<file path="src/rtl/sps_pkg.sv">
// ============================================================================
// sps_pkg: stepper phase sequencer shared definitions
// Types, widths, coil tables and divider constants used by all block files.
// ============================================================================
package sps_pkg;

	localparam int CMD_W   = 2;
	localparam int ANGLE_W = 16;
	localparam int COIL_W  = 4;
	localparam int DELAY_W = 16;
	localparam int SEQ_W   = 17;
	localparam int PHASE_W = 3;

	// Coil sequences for one turn of the output shaft (1 to 4096).
	localparam int STEPS_PER_TURN = 512;

	localparam logic [DELAY_W-1:0] DELAY_RESET = DELAY_W'(2500);
	localparam logic [SEQ_W-1:0]   SEQ_MAX     = {SEQ_W{1'b1}};

	// ceil(angle * STEPS_PER_TURN / 360) = floor((num + 359) / 8 / 45).
	// The divide by 45 is a multiply by a rounded-up reciprocal, exact for
	// dividends below 2^28.
	localparam int DEG_PER_TURN = 360;
	localparam int DIV_SHIFT    = 3;
	localparam int NUM_W        = ANGLE_W + $clog2(STEPS_PER_TURN + 1);
	localparam int V_W          = NUM_W + 1;
	localparam int W_W          = V_W - DIV_SHIFT;
	localparam int RECIP_K      = 32;
	localparam int RECIP_M_W    = 27;
	localparam logic [RECIP_M_W-1:0] RECIP_M = RECIP_M_W'(95443718);
	localparam int PROD_W       = W_W + RECIP_M_W;
	localparam int Q_W          = PROD_W - RECIP_K;

	localparam logic [PHASE_W-1:0] FULL_PHASES = PHASE_W'(4);

	localparam logic [COIL_W-1:0] FULL_TABLE [4] = '{4'h9, 4'hA, 4'h6, 4'h5};
	localparam logic [COIL_W-1:0] HALF_TABLE [8] =
		'{4'h9, 4'h8, 4'hA, 4'h2, 4'h6, 4'h4, 4'h5, 4'h1};

	localparam logic [COIL_W-1:0] FULL_LAST = 4'h5;
	localparam logic [COIL_W-1:0] HALF_LAST = 4'h1;

	localparam int QDEPTH = 4;
	localparam int QPTR_W = $clog2(QDEPTH);
	localparam int QCNT_W = $clog2(QDEPTH + 1);

	typedef enum logic [CMD_W-1:0] {
		CMD_TICK  = 2'd0,
		CMD_FULL  = 2'd1,
		CMD_HALF  = 2'd2,
		CMD_UNUSED = 2'd3
	} cmd_kind_t;

	// One classified item on its way from the front end to the sequencer.
	typedef struct packed {
		cmd_kind_t        kind;
		logic [SEQ_W-1:0] seq_count;
	} qentry_t;

endpackage

</file>
<file path="src/rtl/sps_ifs.sv">
// ============================================================================
// sps_ifs: stepper phase sequencer channel interfaces
// Valid/ready channels for command items and coil drive results.
// ============================================================================
interface sps_item_if;
	logic                          valid;
	logic                          ready;
	logic [sps_pkg::CMD_W-1:0]     cmd;
	logic [sps_pkg::ANGLE_W-1:0]   angle_degrees;

	modport source (output valid, output cmd, output angle_degrees, input ready);
	modport sink   (input valid, input cmd, input angle_degrees, output ready);
endinterface

interface sps_result_if;
	logic                         valid;
	logic                         ready;
	logic [sps_pkg::COIL_W-1:0]   coil_pattern;
	logic                         moving;
	logic                         move_done;
	logic                         start_rejected;

	modport source (output valid, output coil_pattern, output moving,
		output move_done, output start_rejected, input ready);
	modport sink   (input valid, input coil_pattern, input moving,
		input move_done, input start_rejected, output ready);
endinterface

</file>
<file path="src/rtl/sps_front.sv">
// ============================================================================
// sps_front: command front end
// Accepts items, classifies the command and computes the sequence count.
// ============================================================================
module sps_front (
	input  logic              clk,
	input  logic              arst_n,
	sps_item_if.sink          item,
	output logic              push_valid,
	output sps_pkg::qentry_t  push_data,
	input  logic              push_ready
);

	localparam int SAT_W = sps_pkg::Q_W + sps_pkg::SEQ_W;

	logic                         valid_s1;
	sps_pkg::cmd_kind_t           kind_s1;
	logic [sps_pkg::Q_W-1:0]      quot_s1;

	sps_pkg::cmd_kind_t           kind;
	logic [sps_pkg::V_W-1:0]      dividend;
	logic [sps_pkg::W_W-1:0]      scaled;
	logic [sps_pkg::PROD_W-1:0]   prod;
	logic [SAT_W-1:0]             quot_wide;

	assign item.ready = !valid_s1 || push_ready;

	always_comb begin
		unique case (item.cmd)
			sps_pkg::CMD_TICK: kind = sps_pkg::CMD_TICK;
			sps_pkg::CMD_FULL: kind = sps_pkg::CMD_FULL;
			sps_pkg::CMD_HALF: kind = sps_pkg::CMD_HALF;
			default:           kind = sps_pkg::CMD_UNUSED;
		endcase
	end

	always_comb begin
		dividend = sps_pkg::V_W'(item.angle_degrees) * sps_pkg::V_W'(sps_pkg::STEPS_PER_TURN)
			+ sps_pkg::V_W'(sps_pkg::DEG_PER_TURN - 1);
		scaled   = dividend[sps_pkg::V_W-1:sps_pkg::DIV_SHIFT];
		prod     = sps_pkg::PROD_W'(scaled) * sps_pkg::PROD_W'(sps_pkg::RECIP_M);
	end

	always_ff @(posedge clk or negedge arst_n) begin
		if (!arst_n) begin
			valid_s1 <= 1'b0;
		end else if (item.ready) begin
			valid_s1 <= item.valid;
		end
	end

	always_ff @(posedge clk) begin
		if (item.ready && item.valid) begin
			kind_s1 <= kind;
			quot_s1 <= prod[sps_pkg::PROD_W-1:sps_pkg::RECIP_K];
		end
	end

	// Counts beyond the counter width saturate.
	always_comb begin
		quot_wide               = SAT_W'(quot_s1);
		push_valid              = valid_s1;
		push_data.kind          = kind_s1;
		if (quot_wide > SAT_W'(sps_pkg::SEQ_MAX)) begin
			push_data.seq_count = sps_pkg::SEQ_MAX;
		end else begin
			push_data.seq_count = sps_pkg::SEQ_W'(quot_wide);
		end
	end

endmodule

</file>
<file path="src/rtl/sps_queue.sv">
// ============================================================================
// sps_queue: command queue
// Short register queue between the front end and the phase sequencer.
// ============================================================================
module sps_queue (
	input  logic              clk,
	input  logic              arst_n,
	input  logic              push_valid,
	input  sps_pkg::qentry_t  push_data,
	output logic              push_ready,
	output logic              head_valid,
	output sps_pkg::qentry_t  head_data,
	input  logic              pop
);

	sps_pkg::qentry_t               mem_q [sps_pkg::QDEPTH];
	logic [sps_pkg::QPTR_W-1:0]     wr_ptr_q;
	logic [sps_pkg::QPTR_W-1:0]     rd_ptr_q;
	logic [sps_pkg::QCNT_W-1:0]     count_q;
	logic                           push;
	logic                           take;

	assign push_ready = count_q != sps_pkg::QCNT_W'(sps_pkg::QDEPTH);
	assign head_valid = count_q != '0;
	assign head_data  = mem_q[rd_ptr_q];
	assign push       = push_valid && push_ready;
	assign take       = pop && head_valid;

	always_ff @(posedge clk or negedge arst_n) begin
		if (!arst_n) begin
			wr_ptr_q <= '0;
			rd_ptr_q <= '0;
			count_q  <= '0;
		end else begin
			if (push) begin
				wr_ptr_q <= wr_ptr_q + 1'b1;
			end
			if (take) begin
				rd_ptr_q <= rd_ptr_q + 1'b1;
			end
			if (push && !take) begin
				count_q <= count_q + 1'b1;
			end else if (take && !push) begin
				count_q <= count_q - 1'b1;
			end
		end
	end

	always_ff @(posedge clk) begin
		if (push) begin
			mem_q[wr_ptr_q] <= push_data;
		end
	end

endmodule

</file>
<file path="src/rtl/sps_back.sv">
// ============================================================================
// sps_back: phase sequencer
// Runs moves from queued commands and registers one result per command.
// ============================================================================
module sps_back (
	input  logic                          clk,
	input  logic                          arst_n,
	input  logic [sps_pkg::DELAY_W-1:0]   phase_delay,
	input  logic                          head_valid,
	input  sps_pkg::qentry_t              head_data,
	output logic                          pop,
	sps_result_if.source                  result
);

	logic [sps_pkg::COIL_W-1:0]   coil_q;
	logic                         busy_q;
	logic                         half_q;
	logic [sps_pkg::SEQ_W-1:0]    seq_left_q;
	logic [sps_pkg::PHASE_W-1:0]  phase_q;
	logic [sps_pkg::DELAY_W-1:0]  wait_q;

	logic                         out_valid_q;
	logic [sps_pkg::COIL_W-1:0]   out_coil_q;
	logic                         out_moving_q;
	logic                         out_done_q;
	logic                         out_rej_q;

	logic [sps_pkg::COIL_W-1:0]   coil_n;
	logic                         busy_n;
	logic                         half_n;
	logic [sps_pkg::SEQ_W-1:0]    seq_left_n;
	logic [sps_pkg::PHASE_W-1:0]  phase_n;
	logic [sps_pkg::DELAY_W-1:0]  wait_n;
	logic                         done;
	logic                         rejected;
	logic [sps_pkg::DELAY_W-1:0]  delay_load;
	logic [sps_pkg::PHASE_W-1:0]  phase_inc;
	logic                         wrap;

	assign pop          = head_valid && (!out_valid_q || result.ready);
	assign delay_load   = (phase_delay == '0) ? sps_pkg::DELAY_W'(1) : phase_delay;
	assign phase_inc    = phase_q + 1'b1;
	assign wrap         = half_q ? (phase_inc == '0) : (phase_inc == sps_pkg::FULL_PHASES);

	always_comb begin
		coil_n     = coil_q;
		busy_n     = busy_q;
		half_n     = half_q;
		seq_left_n = seq_left_q;
		phase_n    = phase_q;
		wait_n     = wait_q;
		done       = 1'b0;
		rejected   = 1'b0;
		case (head_data.kind) inside
			sps_pkg::CMD_FULL, sps_pkg::CMD_HALF: begin
				if (busy_q) begin
					rejected = 1'b1;
				end else if (head_data.seq_count != '0) begin
					busy_n     = 1'b1;
					half_n     = head_data.kind == sps_pkg::CMD_HALF;
					seq_left_n = head_data.seq_count;
					phase_n    = '0;
					wait_n     = delay_load;
				end
			end
			sps_pkg::CMD_TICK: begin
				if (busy_q) begin
					if (wait_q > sps_pkg::DELAY_W'(1)) begin
						wait_n = wait_q - 1'b1;
					end else begin
						coil_n  = half_q ? sps_pkg::HALF_TABLE[phase_q]
							: sps_pkg::FULL_TABLE[phase_q[1:0]];
						phase_n = phase_inc;
						if (wrap) begin
							phase_n    = '0;
							seq_left_n = seq_left_q - 1'b1;
							if (seq_left_n == '0) begin
								busy_n = 1'b0;
								done   = 1'b1;
							end
						end
						wait_n = busy_n ? delay_load : '0;
					end
				end
			end
			default: begin
			end
		endcase
	end

	always_ff @(posedge clk or negedge arst_n) begin
		if (!arst_n) begin
			coil_q      <= '0;
			busy_q      <= 1'b0;
			half_q      <= 1'b0;
			seq_left_q  <= '0;
			phase_q     <= '0;
			wait_q      <= '0;
			out_valid_q <= 1'b0;
		end else begin
			if (pop) begin
				coil_q     <= coil_n;
				busy_q     <= busy_n;
				half_q     <= half_n;
				seq_left_q <= seq_left_n;
				phase_q    <= phase_n;
				wait_q     <= wait_n;
			end
			if (pop) begin
				out_valid_q <= 1'b1;
			end else if (result.ready) begin
				out_valid_q <= 1'b0;
			end
		end
	end

	always_ff @(posedge clk) begin
		if (pop) begin
			out_coil_q   <= coil_n;
			out_moving_q <= busy_n;
			out_done_q   <= done;
			out_rej_q    <= rejected;
		end
	end

	assign result.valid          = out_valid_q;
	assign result.coil_pattern   = out_coil_q;
	assign result.moving         = out_moving_q;
	assign result.move_done      = out_done_q;
	assign result.start_rejected = out_rej_q;

endmodule

</file>
<file path="src/rtl/stepper_phase_sequencer.sv">
// ============================================================================
// stepper_phase_sequencer: unipolar stepper full/half-step driver
// Sequences four coil outputs from tick and start-move command items.
// ============================================================================
//
// Usage. Items arrive on the item channel (valid/ready); every accepted item
// gives exactly one result transfer on the result channel, in order. cmd 0
// is a tick, 1 starts a full-step move, 2 starts a half-step move, and 3 is
// ignored. A start computes ceil(angle_degrees * 512 / 360) coil sequences;
// each phase waits phase_delay_ticks ticks, and the tick that ends the wait
// drives the next coil pattern. A start during a move is answered with
// start_rejected and leaves the move alone.
// Throughput is one item per cycle until the queue fills. Between the item
// transfer and the earliest result transfer an item passes through the front
// end's stage register after the reciprocal multiplier, the command queue and
// the result register of the sequencer.
// When the receiver stalls, the result register holds, the four-entry queue
// fills, and then item.ready drops; nothing is lost or repeated.
// Reset clears the coils, ends any move and loads a phase delay of 2500.
// phase_delay_ticks is written through cfg_wr_en/cfg_wr_data; the user must do
// this only while idle, as the block itself does not enforce it.
module stepper_phase_sequencer (
	input  logic                          clk,
	input  logic                          arst_n,
	input  logic                          cfg_wr_en,
	input  logic [sps_pkg::DELAY_W-1:0]   cfg_wr_data,
	sps_item_if.sink                      item,
	sps_result_if.source                  result
);

	// Phase delay register, sampled whenever a wait is loaded.
	logic [sps_pkg::DELAY_W-1:0] phase_delay_q;

	logic              push_valid;
	logic              push_ready;
	sps_pkg::qentry_t  push_data;
	logic              head_valid;
	sps_pkg::qentry_t  head_data;
	logic              pop;

	always_ff @(posedge clk or negedge arst_n) begin
		if (!arst_n) begin
			phase_delay_q <= sps_pkg::DELAY_RESET;
		end else if (cfg_wr_en) begin
			phase_delay_q <= cfg_wr_data;
		end
	end

	// Front end: accepts every item, decodes the command and turns the angle
	// into a sequence count before the item enters the queue.
	sps_front u_front (
		.clk        (clk),
		.arst_n     (arst_n),
		.item       (item),
		.push_valid (push_valid),
		.push_data  (push_data),
		.push_ready (push_ready)
	);

	// The queue lets the front end keep taking items while the result side
	// is stalled.
	sps_queue u_queue (
		.clk        (clk),
		.arst_n     (arst_n),
		.push_valid (push_valid),
		.push_data  (push_data),
		.push_ready (push_ready),
		.head_valid (head_valid),
		.head_data  (head_data),
		.pop        (pop)
	);

	// Back end: owns the move state and the result register.
	sps_back u_back (
		.clk         (clk),
		.arst_n      (arst_n),
		.phase_delay (phase_delay_q),
		.head_valid  (head_valid),
		.head_data   (head_data),
		.pop         (pop),
		.result      (result)
	);

	// A finished move has dropped its busy flag on the same result.
	a_done_not_moving: assert property (@(posedge clk) disable iff (!arst_n)
		result.valid && result.move_done |-> !result.moving)
		else $error("move_done reported while still moving");

	// A rejection only happens while a move is running, which goes on.
	a_reject_while_moving: assert property (@(posedge clk) disable iff (!arst_n)
		result.valid && result.start_rejected |-> result.moving && !result.move_done)
		else $error("start_rejected without a running move");

	// The last phase of either table is what stays on the coils.
	a_done_final_pattern: assert property (@(posedge clk) disable iff (!arst_n)
		result.valid && result.move_done |->
			(result.coil_pattern == sps_pkg::FULL_LAST ||
			 result.coil_pattern == sps_pkg::HALF_LAST))
		else $error("move ended on a pattern other than a final phase");

endmodule
</file>
<file path="src/flat_wrapper.sv">
// flat-port wrapper written by rule: the top's interface ports become plain ports
module stepper_phase_sequencer_flat 
  (clk, arst_n, cfg_wr_en, cfg_wr_data, item_valid, item_cmd, item_angle_degrees, item_ready, result_valid, result_coil_pattern, result_moving, result_move_done, result_start_rejected, result_ready);
  sps_item_if item_i ();
  sps_result_if result_i ();
  input  logic clk;
  input  logic arst_n;
  input  logic cfg_wr_en;
  input  logic [sps_pkg::DELAY_W-1:0] cfg_wr_data;
  input wire logic [$bits(item_i.valid)-1:0] item_valid;
  input wire logic [$bits(item_i.cmd)-1:0] item_cmd;
  input wire logic [$bits(item_i.angle_degrees)-1:0] item_angle_degrees;
  output wire logic [$bits(item_i.ready)-1:0] item_ready;
  output wire logic [$bits(result_i.valid)-1:0] result_valid;
  output wire logic [$bits(result_i.coil_pattern)-1:0] result_coil_pattern;
  output wire logic [$bits(result_i.moving)-1:0] result_moving;
  output wire logic [$bits(result_i.move_done)-1:0] result_move_done;
  output wire logic [$bits(result_i.start_rejected)-1:0] result_start_rejected;
  input wire logic [$bits(result_i.ready)-1:0] result_ready;
  assign item_i.valid = item_valid;
  assign item_i.cmd = item_cmd;
  assign item_i.angle_degrees = item_angle_degrees;
  assign item_ready = item_i.ready;
  assign result_valid = result_i.valid;
  assign result_coil_pattern = result_i.coil_pattern;
  assign result_moving = result_i.moving;
  assign result_move_done = result_i.move_done;
  assign result_start_rejected = result_i.start_rejected;
  assign result_i.ready = result_ready;
  stepper_phase_sequencer u_core (.clk(clk), .arst_n(arst_n), .cfg_wr_en(cfg_wr_en), .cfg_wr_data(cfg_wr_data), .item(item_i), .result(result_i));
endmodule
</file>
<file path="config.mk">
export PLATFORM = sky130hd
export DESIGN_NAME = stepper_phase_sequencer_flat
export DESIGN_NICKNAME = d
export VERILOG_FILES = /design/src/rtl/sps_pkg.sv /design/src/rtl/sps_ifs.sv /design/src/rtl/sps_front.sv /design/src/rtl/sps_queue.sv /design/src/rtl/sps_back.sv /design/src/rtl/stepper_phase_sequencer.sv /design/src/flat_wrapper.sv
export SDC_FILE = /design/constraint.sdc
export NUM_CORES = 1
export LEC_CHECK = 0
export BUFFER_PORTS_ARGS = -buffer_cell sky130_fd_sc_hd__buf_2
export CAP_MARGIN = 20
export CORE_ASPECT_RATIO = 0.9
export CORE_MARGIN = 2
export CORE_UTILIZATION = 37
export CTS_BUF_LIST = sky130_fd_sc_hd__clkbuf_4 sky130_fd_sc_hd__clkbuf_8
export DETAILED_ROUTE_END_ITERATION = 10
export PLACE_DENSITY_LB_ADDON = 0.08
export SYNTH_ARGS = -nofsm -noshare
export SYNTH_HDL_FRONTEND = slang
export SYNTH_SLANG_ARGS = --single-unit
</file>
<file path="constraint.sdc">
create_clock -name clk -period 3.4 [get_ports clk]
set_input_delay 0.68 -clock clk [delete_from_list [all_inputs] [get_ports clk]]
set_output_delay 0.68 -clock clk [all_outputs]
set_load 0.005 [all_outputs]
</file>
==> results by group, run 1 <==
Routing
  • Avg WL per Cell: 17.9 µm
  • Drt via density: 4.95
  • Routed wire length: 34.8 mm
  • Drt initial violations: 549
  • Antenna-violating nets left: 0
  • 1st-pass router iterations: 6
  • Post-route DRC: 0
  • Via count: 9,626

CTS
  • Sink Count: 170
  • CTS buffer count: 17
  • H-Tree Depth: 4
  • Worst skew pair latency: 490 ps
  • CTS tree: built
  • Clock slew at reported path FFs: 110 ps
  • CTS root buffer: clkbuf_8
  • Bufs on Longest Clock Path: 2

Yosys
  • Syn. warnings: 0
  • Mapped Area: 13,900 µm²
  • Register area share after synthesis: 34.4%
  • Yosys cell types: 74
  • Register bit total from synthesis: 170
  • Cells after Synth: 1,238
  • Post-synth top flop: edfxtp_1
  • Post-synth ARST share: 39.4%
  • Number of enable flip-flop cells after synthesis: 103
  • Syn_nets: 1,585
  • Syn Area/Cell: 11.2 µm²

Timing
  • Fmax: 184 MHz
  • Final Hold Vio Count: 0
  • Fin. max-slew vios: 0
  • Final period util: 160%
  • Final Critical Period: 5430 ps
  • Setup WS post-layout: -2030 ps
  • Slew headroom: 49.3%
  • Final setup violation count: 18
  • RSZ-0062 raised after global routing: true
  • Worst Tran Pin Value: 761 ps
  • Clk_skew: 18.0 ps

Worst setup path
  • Crit path DAT: 5690 ps
  • Worst path max stage delay: 580 ps
  • Setup crit end: u_core.u_front.quot_s1[16]$_DFFE_PP_
  • Worst flop-to-flop path startpoint: u_core.u_back.seq_left_q[0]$_DFFE_PN0P_
  • Reg2reg end: u_core.u_back.result.moving$_DFFE_PP_
  • Setup crit end kind: flip-flop
  • Critical path startpoint: item_angle_degrees[14]
  • Worst Reg2Reg Path Length in Cells: 11
  • Reg2Reg Setup Slack: 240 ps
  • Worst-path fanout max: 3
  • Critical Path RT: 3660 ps
  • CP max stage cell: fa_2
  • Crit path launch type: primary input
  • CP dominant cell by count: ha_4
  • CP Class: in -> reg
  • Crit path cell chain: buf_8 -> clkinvlp_4 -> ha_4 -> inv_4 -> buf_4 -> ha_4 -> xor2_1 -> ha_2 -> fa_1 -> fa_1 -> fa_2 -> ha_4 -> ha_4 -> a21oi_1 -> o21ai_2 -> a221o_1 -> buf_6 -> a21o_1 -> o2111ai_2 -> nand3_2 -> and2_4 -> xor2_1

Placement
  • Port Buffers: 47
  • Final HPWL DP: 28.6 mm
  • Dpl cell area: 16,400 µm²
  • Final Wtd Congestion: 0.872

Cells and area
  • Nets: 1,797
  • Area growth from synthesis to layout: 26.1%
  • Layout cell share with drive strength beyond 1: 34.2%
  • Filler cell count: 3,459
  • Multi-input gate area: 9230 µm²
  • Final Instance Area: 17,500 µm²
  • Reg area: 4780 µm²
  • Antenna cells: 0

Worst hold path
  • Hold Crit Class: in -> async

Die
  • Die W: 208 µm
  • Die ar.: 39,100 µm²
  • Initial core utilization: 37.4%
  • Row count: 67
  • Core ar.: 37,100 µm²
  • I/O pin total: 48
  • Die height: 188 µm

Run status
  • Outcome: finished, violations left
  • Violated checks: negative setup slack

Global routing
  • First-pass GRT wire length: 56.2 mm
  • Vias in the first global route: 9,941
  • Grt total ovfl: 0
  • Total track usage: 18.7%
  • Initial antenna violation count: 0
  • Pin count of the biggest net entering global routing: 34

Job
  • Max-cap violation count: 0
critical path: cells and delay by family:
| kind | cells | cell delay [ps] |
|---|---|---|
| AOI/OAI and AO/OA | 5 | 950 |
| and+or+nand+nor | 2 | 310 |
| adders and majority gates | 8 | 2930 |
| buffers and inverters | 5 | 510 |
| xor gates and xnor gates | 2 | 290 |
stage by stage:
step                      std cells  TNS [ps]  utilization, %  hold slack, ps  setup slack (ps)
final                          1946    -33870            47.2             255             -2030
after global routing           1946    -36880            47.2             311             -2230
after CTS                      1938    -33430            46.4             259             -1980
after detailed placement       1900    -45100            44.2             496             -2630
after global placement         1900    -44770            44.2             489             -2590
after floorplan                1238    -34510               -             384             -2150
layer usage:
metal	track usage (%)	wire, µm
met3	2.48	721
met2	28.8	15600
met4	3.65	267
met5	0	0
met1	28.2	18200
what timing repair did:
action                     in CTS  in global routing
resized for setup              78                 45
hold endpoints to repair        0                  0
hold buffers                    0                  0
buffers inserted                8                  9
setup endpoints to repair      18                 26
pin swaps                      62                 29
worst min path at each step:
stage                                              startpoint                                endpoint  slack, ps  cells past startpoint
after floorplan                                        arst_n     u_core.phase_delay_q[0]$_DFFE_PN0P_        380                      0
after global placement    u_core.u_back.coil_q[3]$_DFFE_PN0P_     u_core.u_back.coil_q[3]$_DFFE_PN0P_        490                      1
after detailed placement  u_core.u_back.coil_q[3]$_DFFE_PN0P_     u_core.u_back.coil_q[3]$_DFFE_PN0P_        500                      1
after CTS                                              arst_n  u_core.u_queue.wr_ptr_q[1]$_DFFE_PN0P_        260                      1
after global routing                                   arst_n  u_core.u_queue.wr_ptr_q[1]$_DFFE_PN0P_        310                      1
final                                                  arst_n  u_core.u_back.result.valid$_DFFE_PN0P_        250                      1
cells in the final DEF (no fill, tap or decap), types with 7 or more instances in the layout:
cell type and n:
inv_1 168, xnor2_1 14, nand2_1 43, nand3_1 10, or2_2 18, a21oi_1 39
ha_1 160, mux2_2 21, inv_2 26, buf_4 177, o21ai_0 56, xor2_1 13
fa_2 8, nand4_1 7, o21ai_2 13, fa_1 86, nor2_1 52, nor4_1 16
mux4_2 19, clkbuf_8 17, dfrtp_1 62, ha_4 48, edfxtp_1 103, a21oi_2 21
and2_1 8, nor3_1 26, a21o_1 15, buf_6 9, buf_2 35
Yosys cell counts (4+ instances only):
cell type  count  area (µm²)
or3_1          7        43.8
nand4_1        7        43.8
o21ai_2        9        78.8
ha_1         214        2680
and3_1         8        50.1
or2_2         18         113
inv_1        198         743
xnor2_1       19         166
a21oi_1       56         280
clkbuf_1      22        82.6
a211oi_1       5        37.5
nor2_1        54         203
nor3_1        26         130
xor2_1        17         149
a31oi_1        6        37.5
o31ai_1        8        60.1
mux4_2        19         428
nand2_1       45         169
buf_2          7        35.0
edfxtp_1     103        3090
dfstp_2        5         131
nand3b_1       4        30.0
a21oi_2       10        87.6
a211o_1        4        35.0
a21o_1        15         113
mux2_2        21         236
nor2b_1        6        37.5
a22oi_1        6        45.0
o21ai_1        4        20.0
fa_1          94        1880
and2_1         9        56.3
dfrtp_1       62        1550
nand2b_1       5        31.3
nand3_1       11        55.1
nor4_1        16         100
o21ai_0       61         305
logic make-up (layout without fill, tap and decap cells):
logic type | after synthesis | count (layout) | synth area share, %
fa+ha+maj | 308 | 308 | 32.8
simple gates | 229 | 229 | 8.63
buf+inv | 234 | 459 | 6.56
mux | 43 | 43 | 5.00
xor+xnor | 36 | 36 | 2.27
compound gates | 218 | 218 | 10.3
flops | 170 | 170 | 34.4
registers in the layout, summed over array words and instances (netlist names):
| signal | flops |
|---|---|
| u_core.u_queue.mem_q | 76 |
| u_core.u_front.quot_s1 | 18 |
| u_core.u_back.seq_left_q | 17 |
| u_core.phase_delay_q | 16 |
| u_core.u_back.wait_q | 16 |
| u_core.u_back.coil_q | 4 |
| u_core.u_back.result.coil_pattern | 4 |
| u_core.u_back.phase_q | 3 |
| u_core.u_queue.count_q | 3 |
| u_core.u_front.kind_s1 | 2 |
| u_core.u_queue.rd_ptr_q | 2 |
| u_core.u_queue.wr_ptr_q | 2 |
| u_core.u_back.busy_q | 1 |
| u_core.u_back.half_q | 1 |
| u_core.u_back.result.move_done | 1 |
| u_core.u_back.result.moving | 1 |
| u_core.u_back.result.start_rejected | 1 |
| u_core.u_back.result.valid | 1 |
| u_core.u_front.push_valid | 1 |
final cells by class:
cell class / count / share of cell area, %
Timing Repair Buffer: 228 / 9.83
Tap cell: 483 / 3.45
Multi-Input combinational cell: 834 / 52.7
Clock inverter: 15 / 1.10
Inverter: 199 / 4.33
Clock buffer: 17 / 1.34
Sequential cell: 170 / 27.3
Power of run 1 is not shown: default switching activity piles up to over one toggle a cycle in this logic, so the estimate is an artifact.
==> run 2: changes to the inputs <==
Settings changed: CORE_UTILIZATION 37 to 59, PLACE_DENSITY from default to 0.78, PLACE_DENSITY_LB_ADDON 0.08 to default.
==> run 2 against run 1 <==
Compared with the run above:
- the flow still finishes with violations (negative setup slack)
- utilization grew 28 points
- sequential cell count is the same
- worst setup slack lost 220 ps
- first-iteration DRC count grew 90%
- final cell count shrank 9.2%
- cell area shrank 0.31%
- wire length grew 6.7%
- fmax shrank 4.0%
- via count grew 9.1%
- clock skew shrank 1.0 ps
- critical path depth grew 1
- global-route usage grew 9.3 points
- critical endpoint is now u_core.u_front.quot_s1[13]$_DFFE_PP_
==> results by group, run 2 (synthesis gave the netlist of run 1 again) <==
Run status
  • Outcome: finished, violations left
  • Violated checks: negative setup slack

Routing
  • Drt initial violations: 1,043 (+90%)
  • 1st-pass router iterations: 6 (unchanged)
  • Antenna-violating nets left: 0 (unchanged)
  • Drt via density: 5.94 (+20%)
  • Post-route DRC: 0 (unchanged)
  • Routed wire length: 37.2 mm (+6.7%)
  • Avg WL per Cell: 21.0 µm (+17%)
  • Via count: 10.5k (+9.1%)

Timing
  • Final Critical Period: 5650 ps (+224 ps)
  • Final setup violation count: 18 (unchanged)
  • Fin. max-slew vios: 0 (unchanged)
  • Worst Tran Pin Value: 1020 ps (+263 ps)
  • Setup WS post-layout: -2250 ps (-224 ps)
  • Clk_skew: 17.0 ps (-1.03 ps)
  • Final Hold Vio Count: 0 (unchanged)
  • Slew headroom: 31.8% (-18 points)
  • Final period util: 166% (+6.6 points)
  • RSZ-0062 raised after global routing: true
  • Setup TNS: -37,560 ps (-3680 ps)
  • Fmax: 177 MHz (-4.0%)
  • Hold Slack: 135 ps (-120 ps)

Die
  • Die height: 150 µm (-20%)
  • Initial core utilization: 59.8% (+22 points)
  • Die W: 166 µm (-20%)
  • I/O pin total: 48 (unchanged)
  • Core ar.: 23,200 µm² (-38%)
  • Row count: 53 (-21%)
  • Die ar.: 24,800 µm² (-37%)

Worst setup path
  • Critical Path RT: 3630 ps (-30 ps)
  • Crit path DAT: 5880 ps (+190 ps)
  • Setup crit end kind: flip-flop
  • Crit path launch type: primary input
  • CP dominant cell by count: fa_1
  • Worst-path fanout max: 4 (+1)
  • Worst path max stage delay: 500 ps (-80 ps)
  • CP max stage cell: fa_1
  • Crit path cell chain: buf_6 -> ha_4 -> fa_1 -> ha_1 -> inv_2 -> fa_1 -> xnor2_1 -> ha_2 -> a21o_1 -> fa_1 -> inv_1 -> fa_1 -> inv_2 -> ha_4 -> buf_4 -> and3_4 -> a32oi_4 -> a2111oi_4 -> o31ai_4 -> buf_4 -> nand2_4 -> a21oi_4 -> xnor2_2
  • CP Class: in -> reg

CTS
  • CTS root buffer: clkbuf_8
  • Bufs on Longest Clock Path: 2 (unchanged)
  • Sink Count: 170 (unchanged)
  • Clock slew at reported path FFs: 110 ps (about the same)
  • CTS tree: built
  • CTS buffer count: 17 (unchanged)
  • H-Tree Depth: 4 (unchanged)
  • Worst skew pair latency: 470 ps (-20 ps)
  • Cts hold-fix bufs: 0 (unchanged)

Cells and area
  • Largest Register: u_core.u_queue.mem_q
  • Final cell count without fillers: 1,767 (-9.2%)
  • Number of flip-flops in the largest register: 76 (unchanged)
  • Commonest non-fill, non-tap cell in the layout: buf_4
  • Antenna cells: 0 (unchanged)
  • Commonest non-fill, non-tap cells in the layout: 171 x buf_4, 163 x inv_1, 158 x ha_1, 103 x edfxtp_1, 86 x fa_1
  • Biggest regs: u_core.u_queue.mem_q (76), u_core.u_front.quot_s1 (18), u_core.u_back.seq_left_q (17)
  • Nets: 1,799 (+0.11%)
  • Layout cell share with drive strength beyond 1: 35.2% (+1.0 points)
  • Area growth from synthesis to layout: 25.7%
  • Fin util: 75.2% (+28 points)

Global routing
  • First-pass GRT wire length: 54.2 mm (-3.6%)
  • Total track usage: 28.0% (+9.3 points)
  • Met1 usage in global routing: 39.2% (+11 points)
  • GRT Max-Usage Layer: met2
  • Pin count of the biggest net entering global routing: 48 (+41%)
  • Vias in the first global route: 10.4k (+4.8%)
  • Initial antenna violation count: 0 (unchanged)
  • Grt met2 use: 46.8% (+18 points)
  • Grt met3 use: 3.78% (+1.3 points)
  • Grt total ovfl: 0 (unchanged)

Worst hold path
  • Hold Crit Class: in -> async

Placement
  • Final Wtd Congestion: 0.926 (+6.2%)
  • Placed insts: 1,713 (-9.8%)
  • Port Buffers: 47 (unchanged)
  • Final HPWL DP: 25.6 mm (-10%)

Job
  • Max-cap violation count: 0 (unchanged)
-- run 2: cell type report --
cell class,instances,area [µm²]
multi-input combinational,834,9350
fill,1387,5750
sequential,170,4780
timing repair buffer,230,1780
inverter,199,761
tap,302,378
clock buffer,17,234
clock inverter,15,185
-- run 2: path summary, 6_finish.rpt --
check	from	to	slack (ps)	depth (start not counted)
max in group asynchronous	arst_n	u_core.phase_delay_q[7]$_DFFE_PN1P_	2500	2
setup / recovery	item_angle_degrees[10]	u_core.u_front.quot_s1[13]$_DFFE_PP_	-2250	23
hold reg to reg	u_core.u_front.kind_s1[1]$_DFFE_PP_	u_core.u_queue.mem_q[0][18]$_DFFE_PP_	500	0
hold / removal	arst_n	u_core.u_back.coil_q[2]$_DFFE_PN0P_	130	1
min in group clk	item_cmd[0]	u_core.u_front.kind_s1[0]$_DFFE_PP_	380	1
setup reg to reg	u_core.u_back.seq_left_q[0]$_DFFE_PN0P_	u_core.u_back.wait_q[13]$_DFFE_PN0P_	230	8
-- run 2: per-stage QoR --
step / area, µm² / setup slack, ps
2_1_floorplan: 14400 / -2150
3_3_place_gp: 16100 / -2620
3_5_place_dp: 16100 / -2740
4_1_cts: 17000 / -1980
5_1_grt: 17500 / -2300
6_report: 17500 / -2250
-- run 2: per-layer routing --
metal | routed length (µm) | up-vias | part of all wire (%)
met5 | 0 | - | 0
met4 | 1240 | 0 | 3.3
met3 | 2700 | 116 | 7.3
met2 | 18400 | 449 | 49
met1 | 14800 | 5180 | 40
li1 | - | 4755 | -
-- run 2: what timing repair did --
action / in CTS / in global routing
pin swaps: 42 / 51
endpoints found under the setup margin: 18 / 29
resized for setup: 96 / 68
cloned: 0 / 0
setup buffers: 11 / 13
-- run 2: worst max-delay path, delay by kind of cell --
family,cells,cell delay (ps)
compound gates,5,1120
xor+xnor,2,240
fa+ha+maj,8,2850
buf+inv,6,750
simple gates,2,250
Power of run 2 is left out for the same reason.
==> run 3: changes to the inputs <==
Settings changed: REMOVE_ABC_BUFFERS from default to 1.
==> run 3 against run 2 <==
Compared with the run above:
- the run still ends with negative setup slack left
- critical path depth rose by 2
- highest routed layer unchanged
- sequential share of layout area up 0.29 points
- largest cell class unchanged
- register-to-register slack improved by 20 ps
- wire length is 12% higher
- clock-buffer cell count stayed put
==> results by group, run 3 (synthesis gave the netlist of run 1 again) <==
Cells and area
  • Multi-input gate area: 9150 µm² (-2.1%)
  • Filler cell count: 1,362 (-1.8%)
  • Biggest regs: u_core.u_queue.mem_q (76), u_core.u_front.quot_s1 (18), u_core.u_back.seq_left_q (17)
  • Layout cell share with drive strength beyond 1: 33.7% (-1.5 points)
  • Antenna cells: 0 (unchanged)
  • Largest Register: u_core.u_queue.mem_q
  • Area growth from synthesis to layout: 24.4%
  • Fin util: 74.5% (-0.78 points)
  • Nets: 1,807 (+0.44%)
  • Reg area: 4780 µm² (unchanged)
  • Commonest non-fill, non-tap cells in the layout: 183 x buf_4, 176 x inv_1, 159 x ha_1, 103 x edfxtp_1, 84 x fa_1
  • Commonest non-fill, non-tap cell in the layout: buf_4
  • Number of flip-flops in the largest register: 76 (unchanged)
  • Final cell count without fillers: 1,775 (+0.45%)

Timing
  • Fmax: 171 MHz (-3.4%)
  • Final Critical Period: 5850 ps (+199 ps)
  • Fin. max-slew vios: 0 (unchanged)
  • Final period util: 172% (+5.8 points)
  • Worst Tran Pin Value: 1060 ps (+33.8 ps)
  • Slew headroom: 29.5% (-2.3 points)
  • RSZ-0062 raised after global routing: true
  • Final setup violation count: 18 (unchanged)
  • Setup TNS: -41,470 ps (-3910 ps)
  • Setup WS post-layout: -2450 ps (-199 ps)
  • Final Hold Vio Count: 0 (unchanged)
  • Clk_skew: 16.8 ps (-0.127 ps)

Global routing
  • Vias in the first global route: 11.3k (+8.6%)
  • Initial antenna violation count: 0 (unchanged)
  • Pin count of the biggest net entering global routing: 49 (+2.1%)
  • First-pass GRT wire length: 59.7 mm (+10%)
  • Total track usage: 31.2% (+3.2 points)
  • Grt total ovfl: 0 (unchanged)

Worst setup path
  • Crit path DAT: 6090 ps (+210 ps)
  • Setup crit end kind: flip-flop
  • Critical Path RT: 3630 ps (about the same)
  • Worst-path fanout max: 4 (unchanged)
  • Crit path launch type: primary input
  • Critical path startpoint: item_angle_degrees[5]
  • Worst flop-to-flop path startpoint: u_core.u_queue.rd_ptr_q[0]$_DFFE_PN0P_
  • CP Class: in -> reg

CTS
  • Worst skew pair latency: 490 ps (+20 ps)
  • Clock slew at reported path FFs: 110 ps (about the same)
  • Bufs on Longest Clock Path: 2 (unchanged)
  • CTS buffer count: 17 (unchanged)
  • Sink Count: 170 (unchanged)
  • H-Tree Depth: 4 (unchanged)
  • CTS root buffer: clkbuf_8
  • CTS tree: built

Run status
  • Violated checks: negative setup slack
  • Outcome: finished, violations left

Placement
  • Port Buffers: 47 (unchanged)
  • Final HPWL DP: 25.0 mm (-2.4%)
  • Final Wtd Congestion: 0.919 (-0.79%)
  • Placed insts: 1,724 (+0.64%)

Worst hold path
  • Hold Crit Class: in -> async

Routing
  • Antenna-violating nets left: 0 (unchanged)
  • Drt via density: 6.23 (+4.9%)
  • Via count: 11.1k (+5.4%)
  • Routed wire length: 41.5 mm (+12%)
  • 1st-pass router iterations: 7 (+1)
  • Avg WL per Cell: 23.4 µm (+11%)
  • Post-route DRC: 0 (unchanged)
  • Drt initial violations: 1,214 (+16%)

Die
  • Row count: 53 (unchanged)
  • Core ar.: 23,200 µm² (unchanged)
  • Die ar.: 24,800 µm² (unchanged)
  • Initial core utilization: 59.8% (unchanged)
  • Die W: 166 µm (unchanged)
  • Die height: 150 µm (unchanged)
  • I/O pin total: 48 (unchanged)

Job
  • Max-cap violation count: 0 (unchanged)
## run 3: cell type report
cell class,count,share of cell area (%)
inverters,199,4.37
clock inverters,15,1.21
well taps,302,2.19
multi-input cells,834,52.9
repair buffers,238,10.3
clock buffers,17,1.35
flip-flops and latches,170,27.6
## run 3: what timing repair did
action                     in CTS  in global routing
pin swaps                      93                 49
resized for setup             126                 60
hold endpoints to repair        0                  0
hold buffers                    0                  0
setup endpoints to repair      18                 27
buffers inserted               13                  5
## run 3: worst max-delay path, cell delays in order
cell	delay, ps
buf_12	110
ha_4	260
inv_2	40
fa_1	500
inv_2	60
ha_4	290
inv_4	50
fa_1	590
inv_2	70
fa_1	570
inv_2	50
fa_1	530
inv_2	60
ha_4	170
ha_4	260
a21oi_4	170
o21ai_4	100
a2111oi_4	380
buf_4	190
buf_6	110
a211oi_4	70
o2111ai_2	280
nand3_4	160
and2_4	180
xor2_1	140
## run 3: through the flow
| step | instance area (µm²) | worst slack [ps] | hold slack [ps] |
|---|---|---|---|
| final | 17300 | -2450 | 77.7 |
| after global routing | 17300 | -2540 | 75.7 |
| after CTS | 16900 | -2110 | 355 |
| after detailed placement | 15700 | -3290 | 493 |
| after global placement | 15700 | -3030 | 482 |
| after floorplan | 13700 | -2780 | 384 |
## run 3: final timing paths
check / to / slack, ps / depth (start not counted)
max: u_core.u_front.quot_s1[16]$_DFFE_PP_ / -2450 / 25
min: u_core.u_queue.count_q[0]$_DFFE_PN0P_ / 80 / 1
max reg2reg: u_core.u_back.wait_q[8]$_DFFE_PN0P_ / 250 / 11
min reg2reg: u_core.u_back.coil_q[2]$_DFFE_PN0P_ / 520 / 1
max in group asynchronous: u_core.u_back.wait_q[12]$_DFFE_PN0P_ / 2580 / 3
min in group clk: u_core.u_front.kind_s1[0]$_DFFE_PP_ / 370 / 1
## run 3: per-layer routing
metal,vias up,GRT usage [%],part of all wire [%],wire [µm]
met5,-,0,0,0
met4,0,14.1,6.7,2780
met3,237,6.43,8.7,3630
met2,667,52.8,48,19900
met1,5401,39.1,37,15200
li1,4762,-,-,-
Power of run 3 is left out for the same reason.
